$ cat src/rtl/lzbd_pkg.sv
// Package for the LZ bitstream token decoder: token and phase types,
// sequencer states and the distance base tables. No dependencies.
package lzbd_pkg;

    localparam int SIZE_COUNT_BITS_DEF = 20;
    localparam int MAX_TOKENS          = 8;
    localparam int COUNT_BITS          = $clog2(MAX_TOKENS + 1);
    localparam logic [8:0]  END_CODE   = 9'h1ff;
    localparam logic [13:0] PREFIX_LEN = 14'h0d;

    typedef enum logic [1:0] {
        TK_LITERAL = 2'd0,
        TK_MATCH   = 2'd1,
        TK_END     = 2'd2,
        TK_ERROR   = 2'd3
    } kind_t;

    typedef enum logic [3:0] {
        PH_FLAG, PH_LIT, PH_KIND, PH_WCLASS, PH_WDIST, PH_BCLASS, PH_BEXTRA,
        PH_BDIST, PH_L1, PH_L2, PH_L3, PH_L4, PH_UNARY, PH_LTAIL
    } phase_t;

    typedef enum logic [1:0] {
        ST_IDLE, ST_RUN, ST_DRAIN
    } state_t;

    typedef struct packed {
        kind_t       kind;
        logic [7:0]  lit;
        logic [15:0] distance;
        logic [13:0] len;
    } tok_t;

    // Word match: distance field width per class.
    function automatic logic [3:0] word_width(input logic [1:0] cls);
        logic [3:0] w;
        case (cls)
            2'd0:    w = 4'd5;
            2'd1:    w = 4'd6;
            2'd2:    w = 4'd8;
            default: w = 4'd9;
        endcase
        return w;
    endfunction

    // Word match: distance base per class.
    function automatic logic [15:0] word_base(input logic [1:0] cls);
        logic [15:0] b;
        case (cls)
            2'd0:    b = 16'h0001;
            2'd1:    b = 16'h0021;
            2'd2:    b = 16'h0061;
            default: b = 16'h0161;
        endcase
        return b;
    endfunction

    // Block match: distance offset for a field width.
    function automatic logic [15:0] block_offset(input logic [3:0] w);
        logic [15:0] b;
        case (w)
            4'd14:   b = 16'h1fe1;
            4'd15:   b = 16'h5fe1;
            default: b = (16'd1 << w) - 16'd31;
        endcase
        return b;
    endfunction

endpackage

$ cat src/rtl/lzbd_if.sv
// Channel interfaces of the LZ bitstream token decoder: byte input and token
// output, each valid/ready. Depends on lzbd_pkg.
interface lzbd_byte_if;
    logic       valid;
    logic       ready;
    logic [7:0] stream_byte;
    modport source (output valid, output stream_byte, input ready);
    modport sink   (input valid, input stream_byte, output ready);
endinterface

interface lzbd_tok_if;
    import lzbd_pkg::*;
    logic        valid;
    logic        ready;
    logic [1:0]  token_kind;
    logic [7:0]  literal_value;
    logic [15:0] match_distance;
    logic [13:0] match_length;
    logic        last_of_run;
    modport source (output valid, output token_kind, output literal_value,
                    output match_distance, output match_length, output last_of_run,
                    input ready);
    modport sink   (input valid, input token_kind, input literal_value,
                    input match_distance, input match_length, input last_of_run,
                    output ready);
endinterface

$ cat src/rtl/lz_bitstream_token_decoder.sv
// LZ bitstream token decoder, top level and only module.
// Depends on lzbd_pkg and the channel interfaces in lzbd_if.sv.
//
// Takes the compressed stream one byte per word on in_stream and emits
// literal, match, end and error tokens on out_tokens, last_of_run marking
// the final token caused by a byte. Control bits are taken MSB first from
// 32-bit little-endian words gathered from the stream; literal bytes come
// straight from the stream when the decoder asks for one. A single field
// extractor (bit window, barrel shift and refill merge) runs under a small
// sequencer: one field or token step per cycle while the output is not
// stalled. A byte is accepted, then the decode steps it releases run, then
// the run stops (no bits or byte to go on with, eight tokens reached, or
// the stream finished) and, when it released any token, the last token is
// handed over. The steps are bounded by the bits in the window and at most
// 8 tokens per byte; a stalled output adds its wait. in_stream.ready is low
// while a byte is being worked. Writing compressed_size (cfg_we) restarts
// decoding; write it only while the block is idle. Once an end or error
// token is emitted, further bytes are taken and dropped.
module lz_bitstream_token_decoder
    #(parameter int SIZE_COUNT_BITS = lzbd_pkg::SIZE_COUNT_BITS_DEF)
    (
        input  logic                       clk,
        input  logic                       rst_n,
        input  logic                       cfg_we,
        input  logic [SIZE_COUNT_BITS-1:0] cfg_wdata,
        lzbd_byte_if.sink                  in_stream,
        lzbd_tok_if.source                 out_tokens
    );
    import lzbd_pkg::*;

    localparam int CW = SIZE_COUNT_BITS + 1;   // consumed count may pass the size

    state_t                     state_reg, state_next;
    phase_t                     phase_reg, phase_next;
    logic [31:0]                window_reg, window_next;
    logic [5:0]                 rem_reg, rem_next;
    logic [23:0]                gather_reg, gather_next;
    logic [1:0]                 gidx_reg, gidx_next;
    logic [CW-1:0]              consumed_reg, consumed_next;
    logic [SIZE_COUNT_BITS-1:0] size_reg, size_next;
    logic [15:0]                pdist_reg, pdist_next;
    logic [13:0]                plen_reg, plen_next;
    logic [3:0]                 pstep_reg, pstep_next;
    logic [1:0]                 mclass_reg, mclass_next;
    logic                       fin_reg, fin_next;
    logic                       hbyte_reg, hbyte_next;
    logic [7:0]                 byte_reg, byte_next;
    logic                       hword_reg, hword_next;
    logic [31:0]                word_reg, word_next;
    logic [COUNT_BITS-1:0]      count_reg, count_next;
    logic                       pend_valid_reg, pend_valid_next;
    tok_t                       pend_reg, pend_next;
    logic                       out_valid_reg, out_valid_next;
    tok_t                       out_reg, out_next;
    logic                       out_last_reg, out_last_next;

    logic        accept, out_free, can_iter, iterate, run_end;
    logic        it_end, it_tok;
    tok_t        tok;
    logic        room, lit_ok;
    logic [3:0]  n, lo;
    logic [14:0] v, v_fit, v_join, hi;
    logic        fits;

    // Handshake
    assign accept   = in_stream.valid && in_stream.ready;
    assign out_free = !out_valid_reg || out_tokens.ready;
    assign can_iter = !pend_valid_reg || out_free;
    assign iterate  = (state_reg == ST_RUN) && can_iter && !fin_reg
                      && (count_reg != COUNT_BITS'(MAX_TOKENS));
    assign run_end  = fin_reg || (count_reg == COUNT_BITS'(MAX_TOKENS))
                      || (can_iter && it_end);

    assign in_stream.ready = (state_reg == ST_IDLE);

    // Stream bounds
    assign room   = ({1'b0, consumed_reg} + (CW+1)'(4)) <= (CW+1)'(size_reg);
    assign lit_ok = consumed_reg < CW'(size_reg);

    // Field width of the current phase
    always_comb
    begin
        case (phase_reg)
            PH_KIND, PH_WCLASS: n = 4'd2;
            PH_WDIST:           n = word_width(mclass_reg);
            PH_BCLASS, PH_L3:   n = 4'd3;
            PH_BDIST:           n = pdist_reg[3:0];
            PH_L4:              n = 4'd4;
            PH_LTAIL:           n = pstep_reg;
            default:            n = 4'd1;
        endcase
        if (n == 4'd0)
        begin
            n = 4'd1;
        end
    end

    // Shared extractor: top bits of the window, or window tail merged with a new word
    assign fits   = rem_reg >= {2'b00, n};
    assign lo     = n - rem_reg[3:0];
    assign v_fit  = window_reg[31:17] >> (4'd15 - n);
    assign hi     = window_reg[31:17] >> (4'd15 - rem_reg[3:0]);
    assign v_join = (hi << lo) | (word_reg[31:17] >> (4'd15 - lo));
    assign v      = fits ? v_fit : v_join;

    // Sequencer next state
    always_comb
    begin
        state_next = state_reg;
        case (state_reg)
            ST_IDLE:
            begin
                if (accept && !fin_reg)
                begin
                    state_next = ST_RUN;
                end
            end
            ST_RUN:
            begin
                if (run_end)
                begin
                    state_next = pend_valid_next ? ST_DRAIN : ST_IDLE;
                end
            end
            ST_DRAIN:
            begin
                if (out_free)
                begin
                    state_next = ST_IDLE;
                end
            end
            default: state_next = ST_IDLE;
        endcase
        if (cfg_we)
        begin
            state_next = ST_IDLE;
        end
    end

    // Datapath and outputs
    always_comb
    begin
        phase_next      = phase_reg;
        window_next     = window_reg;
        rem_next        = rem_reg;
        gather_next     = gather_reg;
        gidx_next       = gidx_reg;
        consumed_next   = consumed_reg;
        size_next       = size_reg;
        pdist_next      = pdist_reg;
        plen_next       = plen_reg;
        pstep_next      = pstep_reg;
        mclass_next     = mclass_reg;
        fin_next        = fin_reg;
        hbyte_next      = hbyte_reg;
        byte_next       = byte_reg;
        hword_next      = hword_reg;
        word_next       = word_reg;
        count_next      = count_reg;
        pend_valid_next = pend_valid_reg;
        pend_next       = pend_reg;
        out_next        = out_reg;
        out_last_next   = out_last_reg;
        out_valid_next  = out_valid_reg && !out_tokens.ready;
        it_end          = 1'b0;
        it_tok          = 1'b0;
        tok             = '{kind: TK_ERROR, lit: 8'd0, distance: 16'd0, len: 14'd0};

        // Take a byte: literal, or one quarter of the next control word
        if (state_reg == ST_IDLE && accept && !fin_reg)
        begin
            count_next = '0;
            hbyte_next = 1'b0;
            hword_next = 1'b0;
            if (phase_reg == PH_LIT)
            begin
                hbyte_next = 1'b1;
                byte_next  = in_stream.stream_byte;
            end
            else
            begin
                gidx_next = gidx_reg + 2'd1;
                case (gidx_reg)
                    2'd0: gather_next[7:0]   = in_stream.stream_byte;
                    2'd1: gather_next[15:8]  = in_stream.stream_byte;
                    2'd2: gather_next[23:16] = in_stream.stream_byte;
                    default:
                    begin
                        word_next     = {in_stream.stream_byte, gather_reg};
                        hword_next    = 1'b1;
                        gather_next   = '0;
                        consumed_next = consumed_reg + CW'(4);
                    end
                endcase
            end
        end

        // One decode step
        if (iterate)
        begin
            if (phase_reg == PH_LIT)
            begin
                if (!lit_ok)
                begin
                    it_tok   = 1'b1;
                    fin_next = 1'b1;
                end
                else if (!hbyte_reg)
                begin
                    it_end = 1'b1;
                end
                else
                begin
                    hbyte_next    = 1'b0;
                    consumed_next = consumed_reg + CW'(1);
                    it_tok        = 1'b1;
                    tok.kind      = TK_LITERAL;
                    tok.lit       = byte_reg;
                    phase_next    = PH_FLAG;
                end
            end
            else if (phase_reg == PH_UNARY && pstep_reg == 4'd7)
            begin
                pstep_next = 4'd14;
                plen_next  = '0;
                phase_next = PH_LTAIL;
            end
            else if (!fits && !hword_reg)
            begin
                // out of bits: wait for the next word, or fail past the size
                if (room)
                begin
                    it_end = 1'b1;
                end
                else
                begin
                    it_tok   = 1'b1;
                    fin_next = 1'b1;
                end
            end
            else
            begin
                if (fits)
                begin
                    window_next = window_reg << n;
                    rem_next    = rem_reg - {2'b00, n};
                end
                else
                begin
                    window_next = word_reg << lo;
                    rem_next    = 6'd32 - {2'b00, lo};
                    hword_next  = 1'b0;
                end
                if (fits && rem_next == 6'd0 && !room)
                begin
                    it_tok   = 1'b1;
                    fin_next = 1'b1;
                end
                else
                begin
                    tok.kind     = TK_MATCH;
                    tok.distance = pdist_reg;
                    case (phase_reg)
                        PH_FLAG: phase_next = v[0] ? PH_KIND : PH_LIT;
                        PH_KIND:
                        begin
                            if (v[1:0] == 2'd3)
                            begin
                                phase_next = PH_WCLASS;
                            end
                            else
                            begin
                                mclass_next = v[1:0];
                                phase_next  = PH_BCLASS;
                            end
                        end
                        PH_WCLASS:
                        begin
                            mclass_next = v[1:0];
                            phase_next  = PH_WDIST;
                        end
                        PH_WDIST:
                        begin
                            it_tok = 1'b1;
                            if (v == 15'(END_CODE))
                            begin
                                tok.kind     = TK_END;
                                tok.distance = '0;
                                fin_next     = 1'b1;
                            end
                            else
                            begin
                                tok.distance = word_base(mclass_reg) + {7'd0, v[8:0]};
                                tok.len      = 14'd2;
                                phase_next   = PH_FLAG;
                            end
                        end
                        PH_BCLASS:
                        begin
                            phase_next = PH_BDIST;
                            case (v[2:0])
                                3'd3:
                                begin
                                    pdist_next = 16'd8;
                                    phase_next = PH_BEXTRA;
                                end
                                3'd4:
                                begin
                                    pdist_next = 16'd10;
                                    phase_next = PH_BEXTRA;
                                end
                                3'd5:    pdist_next = 16'd12;
                                3'd6:    pdist_next = 16'd14;
                                3'd7:    pdist_next = 16'd15;
                                default: pdist_next = {13'd0, v[2:0]} + 16'd5;
                            endcase
                        end
                        PH_BEXTRA:
                        begin
                            pdist_next = pdist_reg + {15'd0, v[0]};
                            phase_next = PH_BDIST;
                        end
                        PH_BDIST:
                        begin
                            pdist_next   = block_offset(pdist_reg[3:0]) + {1'b0, v};
                            tok.distance = pdist_next;
                            if (mclass_reg != 2'd0)
                            begin
                                it_tok     = 1'b1;
                                tok.len    = {12'd0, mclass_reg} + 14'd2;
                                phase_next = PH_FLAG;
                            end
                            else
                            begin
                                phase_next = PH_L1;
                            end
                        end
                        PH_L1: phase_next = v[0] ? PH_L3 : PH_L2;
                        PH_L2:
                        begin
                            it_tok     = 1'b1;
                            tok.len    = {13'd0, v[0]} + 14'd5;
                            phase_next = PH_FLAG;
                        end
                        PH_L3:
                        begin
                            if (v[2:0] != 3'd0)
                            begin
                                it_tok     = 1'b1;
                                tok.len    = {11'd0, v[2:0]} + 14'd6;
                                phase_next = PH_FLAG;
                            end
                            else
                            begin
                                phase_next = PH_L4;
                            end
                        end
                        PH_L4:
                        begin
                            if (v[3:0] != 4'd0)
                            begin
                                it_tok     = 1'b1;
                                tok.len    = {10'd0, v[3:0]} + 14'd13;
                                phase_next = PH_FLAG;
                            end
                            else
                            begin
                                pstep_next = 4'd4;
                                plen_next  = PREFIX_LEN;
                                phase_next = PH_UNARY;
                            end
                        end
                        PH_UNARY:
                        begin
                            plen_next  = {plen_reg[12:0], 1'b0} + 14'd3;
                            pstep_next = pstep_reg + 4'd1;
                            if (v[0])
                            begin
                                phase_next = PH_LTAIL;
                            end
                        end
                        PH_LTAIL:
                        begin
                            it_tok     = 1'b1;
                            tok.len    = plen_reg + v[13:0];
                            phase_next = PH_FLAG;
                        end
                        default: phase_next = PH_FLAG;
                    endcase
                end
            end

            // Keep the newest token back until the run is known to go on
            if (it_tok)
            begin
                if (tok.kind == TK_ERROR)
                begin
                    tok = '{kind: TK_ERROR, lit: 8'd0, distance: 16'd0, len: 14'd0};
                end
                else if (tok.kind != TK_MATCH)
                begin
                    tok.distance = '0;
                end
                count_next      = count_reg + COUNT_BITS'(1);
                pend_valid_next = 1'b1;
                pend_next       = tok;
                if (pend_valid_reg)
                begin
                    out_valid_next = 1'b1;
                    out_next       = pend_reg;
                    out_last_next  = 1'b0;
                end
            end
        end

        // Hand over the last token of the run
        if (state_reg == ST_DRAIN && out_free)
        begin
            out_valid_next  = 1'b1;
            out_next        = pend_reg;
            out_last_next   = 1'b1;
            pend_valid_next = 1'b0;
        end

        // Restart on a size write
        if (cfg_we)
        begin
            size_next       = cfg_wdata;
            phase_next      = PH_FLAG;
            window_next     = '0;
            rem_next        = '0;
            gather_next     = '0;
            gidx_next       = '0;
            consumed_next   = '0;
            pdist_next      = '0;
            plen_next       = '0;
            pstep_next      = 4'd4;
            mclass_next     = '0;
            fin_next        = 1'b0;
            hbyte_next      = 1'b0;
            hword_next      = 1'b0;
            count_next      = '0;
            pend_valid_next = 1'b0;
        end
    end

    always_ff @(posedge clk or negedge rst_n)
    begin
        if (!rst_n)
        begin
            state_reg      <= ST_IDLE;
            phase_reg      <= PH_FLAG;
            window_reg     <= '0;
            rem_reg        <= '0;
            gather_reg     <= '0;
            gidx_reg       <= '0;
            consumed_reg   <= '0;
            size_reg       <= SIZE_COUNT_BITS'(4);
            pdist_reg      <= '0;
            plen_reg       <= '0;
            pstep_reg      <= 4'd4;
            mclass_reg     <= '0;
            fin_reg        <= 1'b0;
            hbyte_reg      <= 1'b0;
            hword_reg      <= 1'b0;
            count_reg      <= '0;
            pend_valid_reg <= 1'b0;
            out_valid_reg  <= 1'b0;
        end
        else
        begin
            state_reg      <= state_next;
            phase_reg      <= phase_next;
            window_reg     <= window_next;
            rem_reg        <= rem_next;
            gather_reg     <= gather_next;
            gidx_reg       <= gidx_next;
            consumed_reg   <= consumed_next;
            size_reg       <= size_next;
            pdist_reg      <= pdist_next;
            plen_reg       <= plen_next;
            pstep_reg      <= pstep_next;
            mclass_reg     <= mclass_next;
            fin_reg        <= fin_next;
            hbyte_reg      <= hbyte_next;
            hword_reg      <= hword_next;
            count_reg      <= count_next;
            pend_valid_reg <= pend_valid_next;
            out_valid_reg  <= out_valid_next;
        end
    end

    // Payload holds, no reset
    always_ff @(posedge clk)
    begin
        byte_reg     <= byte_next;
        word_reg     <= word_next;
        pend_reg     <= pend_next;
        out_reg      <= out_next;
        out_last_reg <= out_last_next;
    end

    assign out_tokens.valid          = out_valid_reg;
    assign out_tokens.token_kind     = out_reg.kind;
    assign out_tokens.literal_value  = out_reg.lit;
    assign out_tokens.match_distance = out_reg.distance;
    assign out_tokens.match_length   = out_reg.len;
    assign out_tokens.last_of_run    = out_last_reg;

endmodule

$ cat src/flat_wrapper.sv
// flat-port wrapper written by rule: the top's interface ports become plain ports
module lz_bitstream_token_decoder_flat import lzbd_pkg::*;
#(parameter int SIZE_COUNT_BITS = lzbd_pkg::SIZE_COUNT_BITS_DEF)
  (clk, rst_n, cfg_we, cfg_wdata, in_stream_valid, in_stream_stream_byte, in_stream_ready, out_tokens_valid, out_tokens_token_kind, out_tokens_literal_value, out_tokens_match_distance, out_tokens_match_length, out_tokens_last_of_run, out_tokens_ready);
  lzbd_byte_if in_stream_i ();
  lzbd_tok_if out_tokens_i ();
  input  logic clk;
  input  logic rst_n;
  input  logic cfg_we;
  input  logic [SIZE_COUNT_BITS-1:0] cfg_wdata;
  input wire logic [$bits(in_stream_i.valid)-1:0] in_stream_valid;
  input wire logic [$bits(in_stream_i.stream_byte)-1:0] in_stream_stream_byte;
  output wire logic [$bits(in_stream_i.ready)-1:0] in_stream_ready;
  output wire logic [$bits(out_tokens_i.valid)-1:0] out_tokens_valid;
  output wire logic [$bits(out_tokens_i.token_kind)-1:0] out_tokens_token_kind;
  output wire logic [$bits(out_tokens_i.literal_value)-1:0] out_tokens_literal_value;
  output wire logic [$bits(out_tokens_i.match_distance)-1:0] out_tokens_match_distance;
  output wire logic [$bits(out_tokens_i.match_length)-1:0] out_tokens_match_length;
  output wire logic [$bits(out_tokens_i.last_of_run)-1:0] out_tokens_last_of_run;
  input wire logic [$bits(out_tokens_i.ready)-1:0] out_tokens_ready;
  assign in_stream_i.valid = in_stream_valid;
  assign in_stream_i.stream_byte = in_stream_stream_byte;
  assign in_stream_ready = in_stream_i.ready;
  assign out_tokens_valid = out_tokens_i.valid;
  assign out_tokens_token_kind = out_tokens_i.token_kind;
  assign out_tokens_literal_value = out_tokens_i.literal_value;
  assign out_tokens_match_distance = out_tokens_i.match_distance;
  assign out_tokens_match_length = out_tokens_i.match_length;
  assign out_tokens_last_of_run = out_tokens_i.last_of_run;
  assign out_tokens_i.ready = out_tokens_ready;
  lz_bitstream_token_decoder #(.SIZE_COUNT_BITS(SIZE_COUNT_BITS)) u_core (.clk(clk), .rst_n(rst_n), .cfg_we(cfg_we), .cfg_wdata(cfg_wdata), .in_stream(in_stream_i), .out_tokens(out_tokens_i));
endmodule
$ cat config.mk
export PLATFORM = sky130hd
export DESIGN_NAME = lz_bitstream_token_decoder_flat
export DESIGN_NICKNAME = d
export VERILOG_FILES = /design/src/rtl/lzbd_pkg.sv /design/src/rtl/lzbd_if.sv /design/src/rtl/lz_bitstream_token_decoder.sv /design/src/flat_wrapper.sv
export SDC_FILE = /design/constraint.sdc
export NUM_CORES = 1
export LEC_CHECK = 0
export BUFFER_PORTS_ARGS = -buffer_cell sky130_fd_sc_hd__buf_4
export CAP_MARGIN = 20
export CORE_MARGIN = 3
export CORE_UTILIZATION = 50
export CTS_CLUSTER_DIAMETER = 120
export DETAILED_ROUTE_END_ITERATION = 8
export PLACE_DENSITY = 0.69
export SLEW_MARGIN = 20
export SYNTH_ARGS = -nofsm -noshare
export SYNTH_HDL_FRONTEND = slang
export SYNTH_SLANG_ARGS = --single-unit
export TNS_END_PERCENT = 20
$ cat constraint.sdc
create_clock -name clk -period 8.9 [get_ports clk]
set_clock_uncertainty 0.05 [all_clocks]
set_input_delay 1.78 -clock clk [delete_from_list [all_inputs] [get_ports clk]]
set_output_delay 1.78 -clock clk [all_outputs]
set_load 0.01 [all_outputs]
==> flow_metrics.py <==
metrics = {
    "die": {
        "die_h_um": 210,
        "fp-row-count": 74,
        "io_pins": 76,
        "die_x_um": 210,
        "dieArea_sq_um": 44100,
        "coreArea_sq_um": 41000,
        "start_util_pct": 50.7,
    },
    "sta": {
        "fin_crit_ns": 7.97,
        "hold_viol_final": 0,
        "max_slew.worst_pin.slew_ns": 1.07,
        "fmax_ghz": 0.126,
        "whs_ns": 0.368,
        "grt_setup_unrepaired": "no",
        "final.setup.tns_ns": 0,
        "relSlewSlack_pct": 28.4,
        "setup_viol": 0,
        "timing.final.crit_share_pct": 89.5,
        "slew_viol_final": 0,
    },
    "global_route": {
        "grt_pass1_wl_um": 103000,
        "met3_usage_pct": 4.84,
        "grt_pass1_vias": 17634,
        "track_usage_pct": 29.4,
        "grtUsageMet1_pct": 44.5,
        "antenna_found_initial": 0,
        "gr-total-overflow": 0,
        "top_usage_layer": "met1",
        "grt_max_degree": 67,
        "use_met2_pct": 44.1,
    },
    "logic_synthesis": {
        "netlist_instances": 2361,
        "yosys_warnings": 0,
        "synth_compound_area_share_pct": 20.5,
        "syn-cell-area_sq_um": 20800,
        "ys_seq_area_share_pct": 36.2,
        "syn_nets": 2504,
        "synthMuxAreaShare_pct": 9.58,
        "synth_edf_count": 120,
        "yosys.area_share.simple_pct": 19.0,
        "synthFlopType": "dfrtp_1",
        "synth-async-reset-ratio_pct": 56.3,
        "synth-seq-cells": 277,
        "synth_top_family_by_area": "compound AO/OA/AOI/OAI gates",
        "synth_fa_ha_area_share_pct": 6.76,
        "synth-xor-area-share_pct": 3.24,
        "ys_types": 107,
        "avgSynthCellArea_sq_um": 8.81,
    },
    "cts": {
        "cts_buffers": 30,
        "postCtsSetupRepairBufs": 0,
        "post_cts_resized": 0,
        "htreeDepth": 1,
        "cts_tree": "built",
        "clkSinkCount": 277,
        "clk_pin_slew_ns": 0.07,
        "clkLatencyLatePin_ns": 0.58,
        "ctsHoldBuffers": 0,
        "clock_path_buffers": 3,
        "cts_root_buf": "clkbuf_16",
    },
    "cells_and_area": {
        "final_cell_area_sq_um": 23000,
        "most-common-layout-cells": "nand2_1 (304), nor2_1 (213), o21ai_0 (169), dfrtp_1 (154), a21oi_1 (139)",
        "largest_register_ffs": 40,
        "final_common_cell": "nand2_1",
        "nets": 2512,
        "syn2layout_area_growth_pct": 10.5,
        "layout-drive-gt1-share_pct": 12.0,
        "antenna_cells": 0,
        "final_util_pct": 56.0,
    },
    "setup_path": {
        "cp-end-kind": "flip-flop",
        "cp_max_fo": 34,
        "crit_top_cell": "a21oi_1",
        "critPathMaxStageDelay_ns": 0.87,
        "cp.arrival_ns": 8.23,
        "crit_type": "flip-flop to flip-flop",
        "cp_slowest_cell": "a21oi_1",
        "cp.required_ns": 9.17,
        "worst_setup_path_start_kind": "flip-flop",
        "reg2regPathDepth": 28,
    },
    "drt": {
        "initialDrtViolationCount": 2304,
        "routed_via_density": 6.39,
        "wl_per_cell_um": 22.5,
        "vias": 18694,
        "dr.pass1.iters": 6,
        "drtAntennaViolNets": 0,
        "post-route-drc-count": 0,
        "routed_wl_um": 65800,
    },
    "min_path": {
        "worstHoldPathCells": 0,
        "hp-class": "flip-flop to flip-flop",
    },
    "run": {
        "maxCapViolCount": 0,
    },
    "placement": {
        "place.gp.congestion": 1.03,
        "hpwlAfterDp_um": 48800,
        "postPlaceCellArea_sq_um": 21900,
        "io_buffers": 75,
    },
    "run_status": {
        "outcome": "completed",
    },
}
[through the flow]
step | setup WS [ns] | cells
6_report | 0.934 | 2925
5_1_grt | 0.111 | 2925
4_1_cts | 0.967 | 2925
3_5_place_dp | 0.992 | 2869
3_3_place_gp | 1.19 | 2869
2_1_floorplan | 0.289 | 2361
[routing by layer]
layer  vias up  part of all wire [%]  routed length [um]
met5         -                     0                   0
met4         0                   2.6                1740
met3       121                   8.0                5250
met2       864                    43               28400
met1      9034                    46               30400
li1       8675                     -                   -
[synth_stat cells, types with 28 or more instances]
master	count	share of area, %
a21oi_1	141	3.4
a21o_1	28	1.0
nor3_1	59	1.4
o21ai_0	170	4.1
nand3_1	66	1.6
ha_1	106	6.4
mux2i_1	119	5.7
edfxtp_1	120	17
xnor2_1	39	1.6
nand2_1	305	5.5
nor2_1	213	3.8
clkbuf_1	99	1.8
inv_1	88	1.6
xor2_1	38	1.6
dfrtp_1	154	19
a31oi_1	37	1.1
a211oi_1	38	1.4
[cells by family (layout without fill, tap and decap cells)]
logic type / after synthesis / count (layout)
AOI/OAI and AO/OA: 642 / 642
xor gates and xnor gates: 77 / 77
adders and majority gates: 110 / 110
buffers and inverters: 245 / 277
DFF: 277 / 277
muxes: 167 / 167
and+or+nand+nor: 843 / 843
[final cells by class]
class	count	area, sq um
Tap cell	532	666
Inverter	91	342
Clock inverter	22	285
Timing Repair Buffer	130	980
Fill cell	3708	18000
Clock buffer	34	818
Sequential cell	277	7530
Multi-Input combinational cell	1839	12400
[worst max-delay path: cells and delay by family (launching register included)]
kind | cells | cell delay, ns
XOR/XNOR | 1 | 0.19
AND/OR/NAND/NOR | 5 | 1.09
flip-flops | 1 | 0.78
adder cells (fa/ha/maj) | 2 | 0.99
AO/OA/AOI/OAI | 15 | 3.57
buffers and inverters | 5 | 0.95
[final timing paths]
kind,slack [ns],start,to
setup / recovery,0.93,u_core.phase_reg[2],u_core.pend_reg[13]
hold / removal,0.37,u_core.pend_reg[10],u_core.out_tokens.match_length[10]
setup reg to reg,0.93,u_core.phase_reg[2],u_core.pend_reg[13]
max in group asynchronous,6.53,rst_n,u_core.plen_reg[0]
hold reg to reg,0.37,u_core.pend_reg[10],u_core.out_tokens.match_length[10]
min in group asynchronous,1.02,rst_n,u_core.size_reg[12]
Power is not shown: default switching activity piles up to over one toggle a cycle in this logic, so the estimate is an artifact.
